==> src/hdl/eswf_pkg.sv <==
// Package for the escaped-text to float-word decoder.
// Holds character codes, the queue item type and the escape map function.
// No dependencies.
package eswf_pkg;

  localparam int QUEUE_DEPTH = 2;

  localparam logic [7:0] CHAR_BACKSLASH = 8'h5C;
  localparam logic [7:0] CHAR_ZERO      = 8'h30;
  localparam logic [7:0] CHAR_SEVEN     = 8'h37;
  localparam logic [7:0] CHAR_EIGHT     = 8'h38;
  localparam logic [7:0] CHAR_NINE      = 8'h39;
  localparam logic [7:0] CHAR_T         = 8'h74;
  localparam logic [7:0] CHAR_N         = 8'h6E;
  localparam logic [7:0] CHAR_V         = 8'h76;
  localparam logic [7:0] CHAR_F         = 8'h66;
  localparam logic [7:0] CHAR_R         = 8'h72;
  localparam logic [7:0] CHAR_A         = 8'h61;
  localparam logic [7:0] CHAR_B         = 8'h62;

  localparam logic [1:0] LAST_SLOT = 2'd3;

  // One decoded step handed from front to back.
  typedef struct packed {
    logic       have;  // a byte was decoded
    logic [7:0] data;
    logic       err;   // octal escape of this byte began with 8 or 9
    logic       last;  // end of content: drop partial word after this
  } byte_item_t;

  function automatic logic [7:0] map_escape(input logic [7:0] c);
    logic [7:0] r;
    case (c)
      CHAR_T:  r = 8'd9;
      CHAR_N:  r = 8'd10;
      CHAR_V:  r = 8'd11;
      CHAR_F:  r = 8'd12;
      CHAR_R:  r = 8'd13;
      CHAR_A:  r = 8'd7;
      CHAR_B:  r = 8'd8;
      default: r = c;
    endcase
    return r;
  endfunction

endpackage

==> src/hdl/eswf_front.sv <==
// Front end: accepts characters and decodes C escapes into bytes.
// Depends on eswf_pkg.
module eswf_front (
  input  logic                clk,
  input  logic                rst,
  input  logic                in_valid,
  input  logic [7:0]          in_char,
  input  logic                in_last,
  input  logic                q_full,
  output logic                in_ready,
  output logic                push,
  output eswf_pkg::byte_item_t push_item
);
  import eswf_pkg::*;

  typedef enum logic [1:0] {
    PH_NORMAL,
    PH_AFTER_BS,
    PH_OCT2,
    PH_OCT3
  } phase_t;

  phase_t     phase, phase_next;
  logic [7:0] octal_value, octal_value_next;
  logic       octal_stopped, octal_stopped_next;
  logic       err_pending, err_pending_next;

  logic       accept;
  logic       is_digit, is_octal;
  logic [7:0] taken_value;
  logic       taken_stopped;
  byte_item_t item;

  assign in_ready = !q_full;
  assign accept   = in_valid && in_ready;

  assign is_digit = (in_char >= CHAR_ZERO) && (in_char <= CHAR_NINE);
  assign is_octal = (in_char >= CHAR_ZERO) && (in_char <= CHAR_SEVEN);

  // One octal position: shift in a digit, or stop on anything else.
  always_comb begin
    if (!octal_stopped && is_octal) begin
      taken_value   = {octal_value[4:0], in_char[2:0]};
      taken_stopped = octal_stopped;
    end else begin
      taken_value   = octal_value;
      taken_stopped = 1'b1;
    end
  end

  always_comb begin
    phase_next         = phase;
    octal_value_next   = octal_value;
    octal_stopped_next = octal_stopped;
    err_pending_next   = err_pending;
    item.have          = 1'b0;
    item.data          = in_char;
    item.err           = 1'b0;
    item.last          = in_last;
    case (phase)
      PH_AFTER_BS: begin
        if (is_digit) begin
          if (in_char >= CHAR_EIGHT) begin
            err_pending_next   = 1'b1;
            octal_value_next   = 8'd0;
            octal_stopped_next = 1'b1;
          end else begin
            octal_value_next   = {5'd0, in_char[2:0]};
            octal_stopped_next = 1'b0;
          end
          phase_next = PH_OCT2;
        end else begin
          item.have  = 1'b1;
          item.data  = map_escape(in_char);
          phase_next = PH_NORMAL;
        end
      end
      PH_OCT2: begin
        octal_value_next   = taken_value;
        octal_stopped_next = taken_stopped;
        phase_next         = PH_OCT3;
      end
      PH_OCT3: begin
        item.have          = 1'b1;
        item.data          = taken_value;
        item.err           = err_pending;
        octal_value_next   = 8'd0;
        octal_stopped_next = 1'b0;
        err_pending_next   = 1'b0;
        phase_next         = PH_NORMAL;
      end
      default: begin
        if (in_char == CHAR_BACKSLASH) begin
          phase_next = PH_AFTER_BS;
        end else begin
          item.have  = 1'b1;
          phase_next = PH_NORMAL;
        end
      end
    endcase
    // drop any pending escape at end of content
    if (in_last) begin
      phase_next         = PH_NORMAL;
      octal_value_next   = 8'd0;
      octal_stopped_next = 1'b0;
      err_pending_next   = 1'b0;
    end
  end

  assign push      = accept && (item.have || item.last);
  assign push_item = item;

  always_ff @(posedge clk) begin
    if (rst) begin
      phase         <= PH_NORMAL;
      octal_value   <= 8'd0;
      octal_stopped <= 1'b0;
      err_pending   <= 1'b0;
    end else if (accept) begin
      phase         <= phase_next;
      octal_value   <= octal_value_next;
      octal_stopped <= octal_stopped_next;
      err_pending   <= err_pending_next;
    end
  end

endmodule

==> src/hdl/eswf_queue.sv <==
// Short queue of decoded bytes between front and back ends.
// Depends on eswf_pkg.
module eswf_queue #(
  parameter int Depth = eswf_pkg::QUEUE_DEPTH
) (
  input  logic                 clk,
  input  logic                 rst,
  input  logic                 push,
  input  eswf_pkg::byte_item_t push_item,
  input  logic                 pop,
  output logic                 full,
  output logic                 not_empty,
  output eswf_pkg::byte_item_t head_item
);
  import eswf_pkg::*;

  localparam int PtrW = (Depth > 1) ? $clog2(Depth) : 1;
  localparam int CntW = $clog2(Depth + 1);
  localparam logic [PtrW-1:0] LastPtr = PtrW'(Depth - 1);
  localparam logic [CntW-1:0] FullCnt = CntW'(Depth);

  byte_item_t          slots [Depth];
  logic [PtrW-1:0]     wr_ptr, rd_ptr;
  logic [CntW-1:0]     count;

  assign full      = (count == FullCnt);
  assign not_empty = (count != '0);
  assign head_item = slots[rd_ptr];

  always_ff @(posedge clk) begin
    if (push) begin
      slots[wr_ptr] <= push_item;
    end
  end

  always_ff @(posedge clk) begin
    if (rst) begin
      wr_ptr <= '0;
      rd_ptr <= '0;
      count  <= '0;
    end else begin
      if (push) begin
        wr_ptr <= (wr_ptr == LastPtr) ? '0 : wr_ptr + 1'b1;
      end
      if (pop) begin
        rd_ptr <= (rd_ptr == LastPtr) ? '0 : rd_ptr + 1'b1;
      end
      if (push && !pop) begin
        count <= count + 1'b1;
      end else if (pop && !push) begin
        count <= count - 1'b1;
      end
    end
  end

endmodule

==> src/hdl/eswf_back.sv <==
// Back end: packs decoded bytes little-endian into 32-bit words, output register.
// Depends on eswf_pkg.
module eswf_back (
  input  logic                 clk,
  input  logic                 rst,
  input  logic                 q_valid,
  input  eswf_pkg::byte_item_t head_item,
  output logic                 pop,
  output logic                 out_valid,
  input  logic                 out_ready,
  output logic [31:0]          out_word,
  output logic                 out_err
);
  import eswf_pkg::*;

  logic [1:0]  bytes_held;
  logic [23:0] word_shift;
  logic        error_seen;
  logic        emit;

  assign pop  = q_valid && (!out_valid || out_ready);
  assign emit = pop && head_item.have && (bytes_held == LAST_SLOT);

  always_ff @(posedge clk) begin
    if (rst) begin
      bytes_held <= 2'd0;
      word_shift <= 24'd0;
      error_seen <= 1'b0;
      out_valid  <= 1'b0;
    end else begin
      if (emit) begin
        out_valid <= 1'b1;
      end else if (out_ready) begin
        out_valid <= 1'b0;
      end
      if (pop) begin
        // drop the partial word at end of content
        if (head_item.last) begin
          bytes_held <= 2'd0;
          word_shift <= 24'd0;
          error_seen <= 1'b0;
        end else if (head_item.have) begin
          if (bytes_held == LAST_SLOT) begin
            bytes_held <= 2'd0;
            word_shift <= 24'd0;
            error_seen <= 1'b0;
          end else begin
            word_shift[8*bytes_held +: 8] <= head_item.data;
            bytes_held <= bytes_held + 2'd1;
            error_seen <= error_seen | head_item.err;
          end
        end
      end
    end
  end

  always_ff @(posedge clk) begin
    if (emit) begin
      out_word <= {head_item.data, word_shift};
      out_err  <= error_seen | head_item.err;
    end
  end

endmodule

==> src/hdl/escaped_text_to_float_words.sv <==
// Top level of the escaped-text to float-word decoder.
// Instantiates eswf_front, eswf_queue and eswf_back; depends on eswf_pkg.
//
//  channel  | direction | tdata                    | tuser       | tlast
//  ---------+-----------+--------------------------+-------------+---------------
//  s_*      | in        | [7:0] text_byte          | -           | end_of_content
//  m_*      | out       | [31:0] float_word        | [0] bad_escape | -
//
// One character is taken per cycle. The character that completes a word is
// written into the byte queue at its accept edge; m_tvalid rises when the
// back end pops it into the output register, which waits while an earlier word is not taken.
// The front end stalls only when the byte queue is full; the queue drains one
// item per cycle whenever the output register is empty or being taken.
// Synchronous reset clears escape state, queue pointers and the partial word.
module escaped_text_to_float_words #(
  parameter int QueueDepth = eswf_pkg::QUEUE_DEPTH
) (
  input  logic        clk,
  input  logic        rst,
  input  logic        s_tvalid,
  output logic        s_tready,
  input  logic [7:0]  s_tdata,   // [7:0] text_byte
  input  logic        s_tlast,   // end_of_content
  output logic        m_tvalid,
  input  logic        m_tready,
  output logic [31:0] m_tdata,   // [31:0] float_word
  output logic        m_tuser    // [0] bad_escape
);
  import eswf_pkg::*;

  logic       push, pop, q_full, q_valid;
  byte_item_t push_item, head_item;

  eswf_front u_front (
    .clk       (clk),
    .rst       (rst),
    .in_valid  (s_tvalid),
    .in_char   (s_tdata),
    .in_last   (s_tlast),
    .q_full    (q_full),
    .in_ready  (s_tready),
    .push      (push),
    .push_item (push_item)
  );

  eswf_queue #(
    .Depth (QueueDepth)
  ) u_queue (
    .clk       (clk),
    .rst       (rst),
    .push      (push),
    .push_item (push_item),
    .pop       (pop),
    .full      (q_full),
    .not_empty (q_valid),
    .head_item (head_item)
  );

  eswf_back u_back (
    .clk       (clk),
    .rst       (rst),
    .q_valid   (q_valid),
    .head_item (head_item),
    .pop       (pop),
    .out_valid (m_tvalid),
    .out_ready (m_tready),
    .out_word  (m_tdata),
    .out_err   (m_tuser)
  );

  // no word can appear right after reset
  assert property (@(posedge clk) rst |=> !m_tvalid)
    else $error("output valid right after reset");

  // back end drains the queue whenever the output side has room
  assert property (@(posedge clk) disable iff (rst)
    (q_valid && (!m_tvalid || m_tready)) |-> pop)
    else $error("queue stalled with room at output");

  // never pop an empty queue
  assert property (@(posedge clk) disable iff (rst) pop |-> q_valid)
    else $error("pop from empty queue");

  // a stalled queue entry must not be overwritten: a full queue blocks input
  assert property (@(posedge clk) disable iff (rst) q_full |-> !push)
    else $error("push into full queue");

endmodule
==> config.mk <==
export PLATFORM = sky130hd
export DESIGN_NAME = escaped_text_to_float_words
export DESIGN_NICKNAME = d
export VERILOG_FILES = /design/src/hdl/eswf_pkg.sv /design/src/hdl/eswf_front.sv /design/src/hdl/eswf_queue.sv /design/src/hdl/eswf_back.sv /design/src/hdl/escaped_text_to_float_words.sv
export SDC_FILE = /design/constraint.sdc
export NUM_CORES = 1
export LEC_CHECK = 0
export BUFFER_PORTS_ARGS = -buffer_cell sky130_fd_sc_hd__buf_4
export CAP_MARGIN = 20
export CORE_MARGIN = 5
export CORE_UTILIZATION = 55
export CTS_CLUSTER_SIZE = 40
export DETAILED_ROUTE_END_ITERATION = 12
export GPL_TIMING_DRIVEN = 0
export PLACE_DENSITY = 0.81
export SLEW_MARGIN = 20
export SYNTH_ARGS = -nofsm -noshare
export SYNTH_HDL_FRONTEND = slang
export SYNTH_SLANG_ARGS = --single-unit
==> constraint.sdc <==
create_clock -name clk -period 6.6 [get_ports clk]
set_clock_uncertainty 0.1 [all_clocks]
set_input_delay 0.99 -clock clk [delete_from_list [all_inputs] [get_ports clk]]
set_output_delay 0.99 -clock clk [all_outputs]
set_load 0.02 [all_outputs]
; ---- Yosys cells after proc, flatten, opt, wreduce, memory -nomap -nowiden
; Memories as Yosys holds them, arrays and structs flattened. A register that Yosys moved wholly into a read port is not among the register bits.
; Cells that the tools add are included.
[totals]
mem_count = 1
regBits = 77
ramBits = 22
elab_cells = 114
[classes]
n_lt_le_gt_ge = 4
bitwise = 1
addsub = 6
muxes = 44
n_reduce_logical = 27
shifts = 2
n_eq_ne = 16
[mem_list]
columns = memory, depth, word_bits, rd, rd_ports_with_merged_regs, wr, line
row1 = u_queue.slots, 2, 11, 1, 1, 1, eswf_queue.sv:22  ; byte_item_t slots [Depth];
[op_table]
columns = op, n
row1 = 24-bit two-way mux, 3
row2 = 8-bit by 7-bit equality test with 1-bit output (second input constant), 8
row3 = 8-bit case mux with 7 select lines, 1
row4 = 5-bit negation with 34-bit output, 1
row5 = 8-bit by 34-bit variable shift with 24-bit output (first input constant), 1
row6 = 8-bit by 34-bit indexed part select with 24-bit output, 1
row7 = 24-bit bitwise mux, 1
row8 = 8-bit two-way mux, 3
row9 = 8-bit case mux with 3 select lines, 1
row10 = 1-bit two-way mux, 21
row11 = 8-bit by 6-bit greater-or-equal comparator with 1-bit output (second input constant), 2
row12 = 8-bit by 6-bit <= comparator with 1-bit output (second input constant), 2
row13 = 8-bit case mux with 2 select lines, 1
row14 = 2-bit two-way mux, 7
row15 = 1-bit logical AND, 10
row16 = 9-bit two-way mux, 1
row17 = 2-bit equality test (second input constant), 4
row18 = 4-bit AND reduction, 2
row19 = 2-bit nonzero test, 4
row20 = 3-bit by 2-bit inequality test with 1-bit output (second input constant), 2
row21 = 1-bit case mux with 3 select lines, 2
row22 = 2-bit case mux with 3 select lines, 1
row23 = 1-bit zero test, 5
row24 = 2-bit by 1-bit adder with 2-bit output (second input constant), 2
row25 = other kinds (12), 14

; ---- Logic depth before layout (Yosys ltp)
[depth]
depth_word = 10
ltp_mapped = 8

; ---- Hierarchy
; Synthesis repeated with hierarchy kept, for this count alone.
[hier_totals]
hier_cells = 384
hier_area_um2 = 4331.7
[by_module_without_submodules]
columns = mod, n_inst, area_each_um2, seq_area_each_um2, cells_per_inst
row1 = eswf_back, 1, 2219.6, 1551.5, 180
row2 = eswf_front, 1, 1112.3, 240.2, 148
row3 = eswf_queue, 1, 999.7, 760.7, 56

; ---- Worst setup path after synthesis
; OpenSTA, ideal clock, no wires.
[synth_timing]
path_kind = input-to-reg
startpoint = in s_tdata[1]
endpoint = mem u_queue.slots[0][0] (netlist name) (enable)
setup_slack_ps = 3714
cell_stages = 5
t_arrival_ps = 2406
required_ps = 6120
path_cell_list = buf_2 -> or2_1 -> a21oi_2 -> a221oi_1 -> nor2b_1
[synth_via]
elab_chain_cells = 8
elab_cells_between_ends = 11
classes_between = order compare: 2 / eq/ne: 1 / mux: 5 / reduce/logical: 3
[synth_rtl]
columns = item, line
row1 = from (decl), escaped_text_to_float_words.sv:22  ; input logic [7:0] s_tdata,
row2 = 8-bit by 6-bit greater-or-equal comparator with 1-bit output / 8-bit by 6-bit <= comparator with 1-bit output (equally long branches), eswf_front.sv:37  ; assign is_digit = (in_char >= CHAR_ZERO) && (in_char <= CHAR_NINE);
row3 = 1-bit logical AND, eswf_front.sv:37
row4 = 9-bit two-way mux, eswf_front.sv:62  ; if (is_digit) begin
row5 = 1-bit case mux with 3 select lines *, eswf_front.sv:60  ; case (phase)
row6 = 1-bit logical OR *, eswf_front.sv:110  ; assign push = accept && (item.have || item.last);
row7 = 1-bit logical AND *, eswf_front.sv:110
row8 = 1-bit two-way mux *, eswf_queue.sv:31  ; if (push) begin
row9 = 1-bit two-way mux (implied by the code) *, eswf_queue.sv:32  ; slots[wr_ptr] <= push_item;
row10 = to (decl), eswf_queue.sv:22
; Every way passes the cells marked *; elsewhere a longest branch is shown, timed or not.

; ---- Worst setup path in the final report
[layout_timing]
startpoint = in s_tdata[5]
endpoint = reg u_queue.count[1]
[layout_via]
elab_chain_cells = 9
elab_cells_between_ends = 14
classes_between = order compare: 2 / eq/ne: 1 / mux: 4 / reduce/logical: 7
[layout_rtl]
columns = item, line
row1 = 8-bit by 6-bit greater-or-equal comparator with 1-bit output / 8-bit by 6-bit <= comparator with 1-bit output (equally long branches), eswf_front.sv:37
row2 = 1-bit logical AND, eswf_front.sv:37
row3 = 9-bit two-way mux, eswf_front.sv:62
row4 = 1-bit case mux with 3 select lines *, eswf_front.sv:60
row5 = 1-bit logical OR *, eswf_front.sv:110
row6 = 1-bit logical AND *, eswf_front.sv:110
row7 = 1-bit zero test, eswf_queue.sv:50  ; end else if (pop && !push) begin
row8 = 1-bit logical AND, eswf_queue.sv:50
row9 = 2-bit nonzero test (no source line), -
row10 = to (signal assigned), eswf_queue.sv:49  ; count <= count + 1'b1;
row11 = to (signal assigned), eswf_queue.sv:51  ; count <= count - 1'b1;
row12 = to (decl), eswf_queue.sv:24  ; logic [CntW-1:0] count;
; Marks and branches as above.
; A chain may end at the register's enable or synchronous reset.

==> flow_summary.ini <==
[pwr]
vdd.ir_drop.worst_mv = 0.112
power-per-cell-area_mw_per_mm2 = 297
power_leakage_nw = 1.85
power.total_w = 0.00145

[setup_path]
worst_r2r_path_depth = 4
cp_slowest_stage_delay_ns = 0.67
critical_path_buf_inv_count = 1
critPathArrivalTime_ns = 3.18
r2r_setup_slack_ns = 4.06
path_cells = buf_4, nand4bb_1, o41ai_1, a221oi_1, ha_1, or3_1, a21oi_1
timing.critical_path.max_delay_family = compound AO/OA/AOI/OAI gates
timing.rr.end = u_queue.slots[0][3]
setup.worst_path.start_class = input port
path_max_fanout = 5
worst_ep_required_time_ns = 6.79
criticalPathCategory = input port to flip-flop
r2r_path_start = u_front.phase[0]
timing.critical_path.from = s_tdata[5]
critPathCaptureType = flip-flop
timing.critical_path.slowest_stage_cell = sky130_fd_sc_hd__o41ai_1
critical_path.endpoint = u_queue.count[1]
crit_cells = 7

[clocking]
clkSlewWorstSetupHoldPaths_ns = 0.11
clock_tree.buffer_depth = 2
cts_num_sinks = 100
cts_tree = yes
post_cts_resize_count = 0
cts_bufs_inserted = 9
clk-insertion-delay-late_ns = 0.35
clockRootBuffer = sky130_fd_sc_hd__clkbuf_8
postCtsSetupRepairBufs = 0
cts_hold_repair.buffers = 0
cts_max_level = 3

[yosys]
yosysWarnings = 0
postSynthNetCount = 358
synth_enable_flop_cells = 55
post-synth-top-count-cell = sky130_fd_sc_hd__edfxtp_1
synth_ff_type = sky130_fd_sc_hd__edfxtp_1
syn-cell-area_sq_mm = 0.00420
synth.largest_area_cell = sky130_fd_sc_hd__edfxtp_1
synthTopCellsByCount = 55 x sky130_fd_sc_hd__edfxtp_1, 45 x sky130_fd_sc_hd__dfxtp_1, 39 x sky130_fd_sc_hd__nor2_1
synth.yosys.seq_area_share_pct = 60.8
total_of_flip_flops_plus_latches_after_synthesis = 100
syn-instance-count = 339
post_synth_cell_types = 57
asyncSetResetFlopFracSynth_pct = 0
synthesis.area_per_instance_sq_um = 12.4
synthDominantCellAreaShare_pct = 39.4
netlist_top_cells_area = sky130_fd_sc_hd__edfxtp_1 39%, sky130_fd_sc_hd__dfxtp_1 21%, sky130_fd_sc_hd__mux2i_1 6.0%

[global_routing]
pin_count_of_the_biggest_net_entering_global_routing = 22
antenna_found_initial = 0
first_global_vias = 2671
grt_first_pass_wirelength_mm = 13.2
groute.usage.overall_pct = 16.9
grt_overflow = 0

[floorplan]
die-area_sq_mm = 0.00947
die_h_microns = 97.3
initial_core_util_pct = 57.2
fp.dieW_microns = 97.3
num_io_pins = 48
fp-row-count = 31
core_region_area_sq_mm = 0.00733

[min_path]
hold_path_class = flip-flop to flip-flop
hold_start = u_back.word_shift[12]

[sta]
timing.final.crit_share_pct = 45.3
finalSetupTns_ns = 0
timing.final.hold_violations = 0
timing_max_transition_violations_final = 0
period_minus_slack_ns = 2.99
slew-limit-headroom_pct = 37.5
fmax_ghz = 0.334
final.setup.worst_slack_ns = 3.61
grt_setup_unrepaired = false
worst_slew_pin_slew_ns = 0.936
final_setup_violating_endpoints = 0

[placed_design]
portBuffers = 46
dpl_worst_slack_ns = 3.20
place_hpwl_mm = 5.91
gp_congestion = 0.887

[finish]
finalNetCount = 416
post-route-util_pct = 66.8
syn_to_final_growth_pct = 16.8
antenna_cells_inserted = 0
drive_gt1_share_pct = 20.6

[routing]
drt_iter0_markers = 130
post_drt_via_cell_ratio = 5.64
post_dr_wirelength_cell_microns = 15.7
dr_total_vias = 2824
remaining_drc_errors = 0
drt-total-wl_mm = 7.86
detail-route-antenna-nets = 0
drt_pre_antenna_iters = 4

[flow_run]
maxCapViolations = 0

[status]
result_of_the_run = completed
[cells by family after synthesis]
family | after synthesis | share of synthesized area, %
flip-flops | 100 | 60.8
AND/OR/NAND/NOR | 90 | 12.2
AO/OA/AOI/OAI | 79 | 15.0
buffers and inverters | 34 | 3.16
multiplexers | 25 | 5.96
adder cells (fa/ha/maj) | 6 | 1.79
XOR/XNOR | 5 | 1.04
[registers in the layout, summed over array words and instances, names as in the netlist, named ones only]
| signal | count |
|---|---|
| u_back.out_word | 32 |
| u_back.word_shift | 24 |
| u_queue.slots | 22 |
| u_front.octal_value | 8 |
| u_back.bytes_held | 2 |
| u_front.phase | 2 |
| u_queue.count | 2 |
| u_back.error_seen | 1 |
| u_back.out_err | 1 |
| u_back.out_valid | 1 |
| u_front.err_pending | 1 |
| u_front.octal_stopped | 1 |
| u_queue.rd_ptr | 1 |
| u_queue.wr_ptr | 1 |
[cell usage in the layout (no fill, tap or decap), types with 5 or more instances in the layout]
cell                        synthesis  layout
sky130_fd_sc_hd__nor2_1            39      39
sky130_fd_sc_hd__o2bb2ai_1         18      18
sky130_fd_sc_hd__mux2i_1           25      25
sky130_fd_sc_hd__nand3_1            5       5
sky130_fd_sc_hd__a21oi_1           15      15
sky130_fd_sc_hd__ha_1               6       6
sky130_fd_sc_hd__clkbuf_8           0       9
sky130_fd_sc_hd__buf_4              0      46
sky130_fd_sc_hd__nand2_1            8       8
sky130_fd_sc_hd__inv_1             19      19
sky130_fd_sc_hd__o21ai_0           10      10
sky130_fd_sc_hd__clkbuf_1          11      11
sky130_fd_sc_hd__edfxtp_1          55      55
sky130_fd_sc_hd__a22o_1             9       9
sky130_fd_sc_hd__nand2b_1           5       5
sky130_fd_sc_hd__dfxtp_1           45      45
[worst reg2reg max path: cells and delay by family, from the launching register on]
family / cells / cell delay [ns]
simple gates: 2 / 0.95
compound gates: 1 / 0.52
flops: 1 / 0.32
buf+inv: 1 / 0.28
[power by group]
part           internal (W)  switching (W)  total (W)
Clock              0.000156       0.000234   0.000390
Combinational      0.000123       0.000196   0.000319
Sequential         0.000716      0.0000297   0.000746
Total              0.000995       0.000460    0.00145
[cell type report]
type,count,area (sq um)
Buffer,15,61.3
Fill cell,552,2430
Timing Repair Buffer,47,373
Inverter,19,71.3
Clock buffer,9,124
Multi-Input combinational cell,205,1510
Tap cell,99,124
Sequential cell,100,2550
Clock inverter,7,83.8
[metal layers]
metal  routed length (microns)  up-vias  track usage [%]
li1                          -     1375                -
met1                      3490     1362             22.0
met2                      3930       83             28.9
met3                       397        4             4.16
met4                        40        0             3.19
met5                         0        -                0
[metrics by stage]
| step | cell area (sq um) | instances | hold slack (ns) |
|---|---|---|---|
| floorplan | 4200 | 339 | 0.308 |
| detailed placement | 4690 | 485 | 0.318 |
| CTS | 4900 | 501 | 0.338 |
| finish | 4900 | 501 | 0.339 |
| global route | 4900 | 501 | 0.334 |
| global placement | 4660 | 484 | 0.313 |
[worst min-delay path by stage]
stage | endpoint | slack (ns) | cells past startpoint
2_1_floorplan | u_back.out_word[10] | 0.31 | 0
5_1_grt | u_back.out_word[13] | 0.33 | 0
6_report | u_back.out_word[12] | 0.34 | 0
4_1_cts | u_back.out_word[12] | 0.34 | 0
3_3_place_gp | u_back.out_word[12] | 0.31 | 0
3_5_place_dp | u_back.out_word[12] | 0.32 | 0
(Power assumes the default switching activity.)
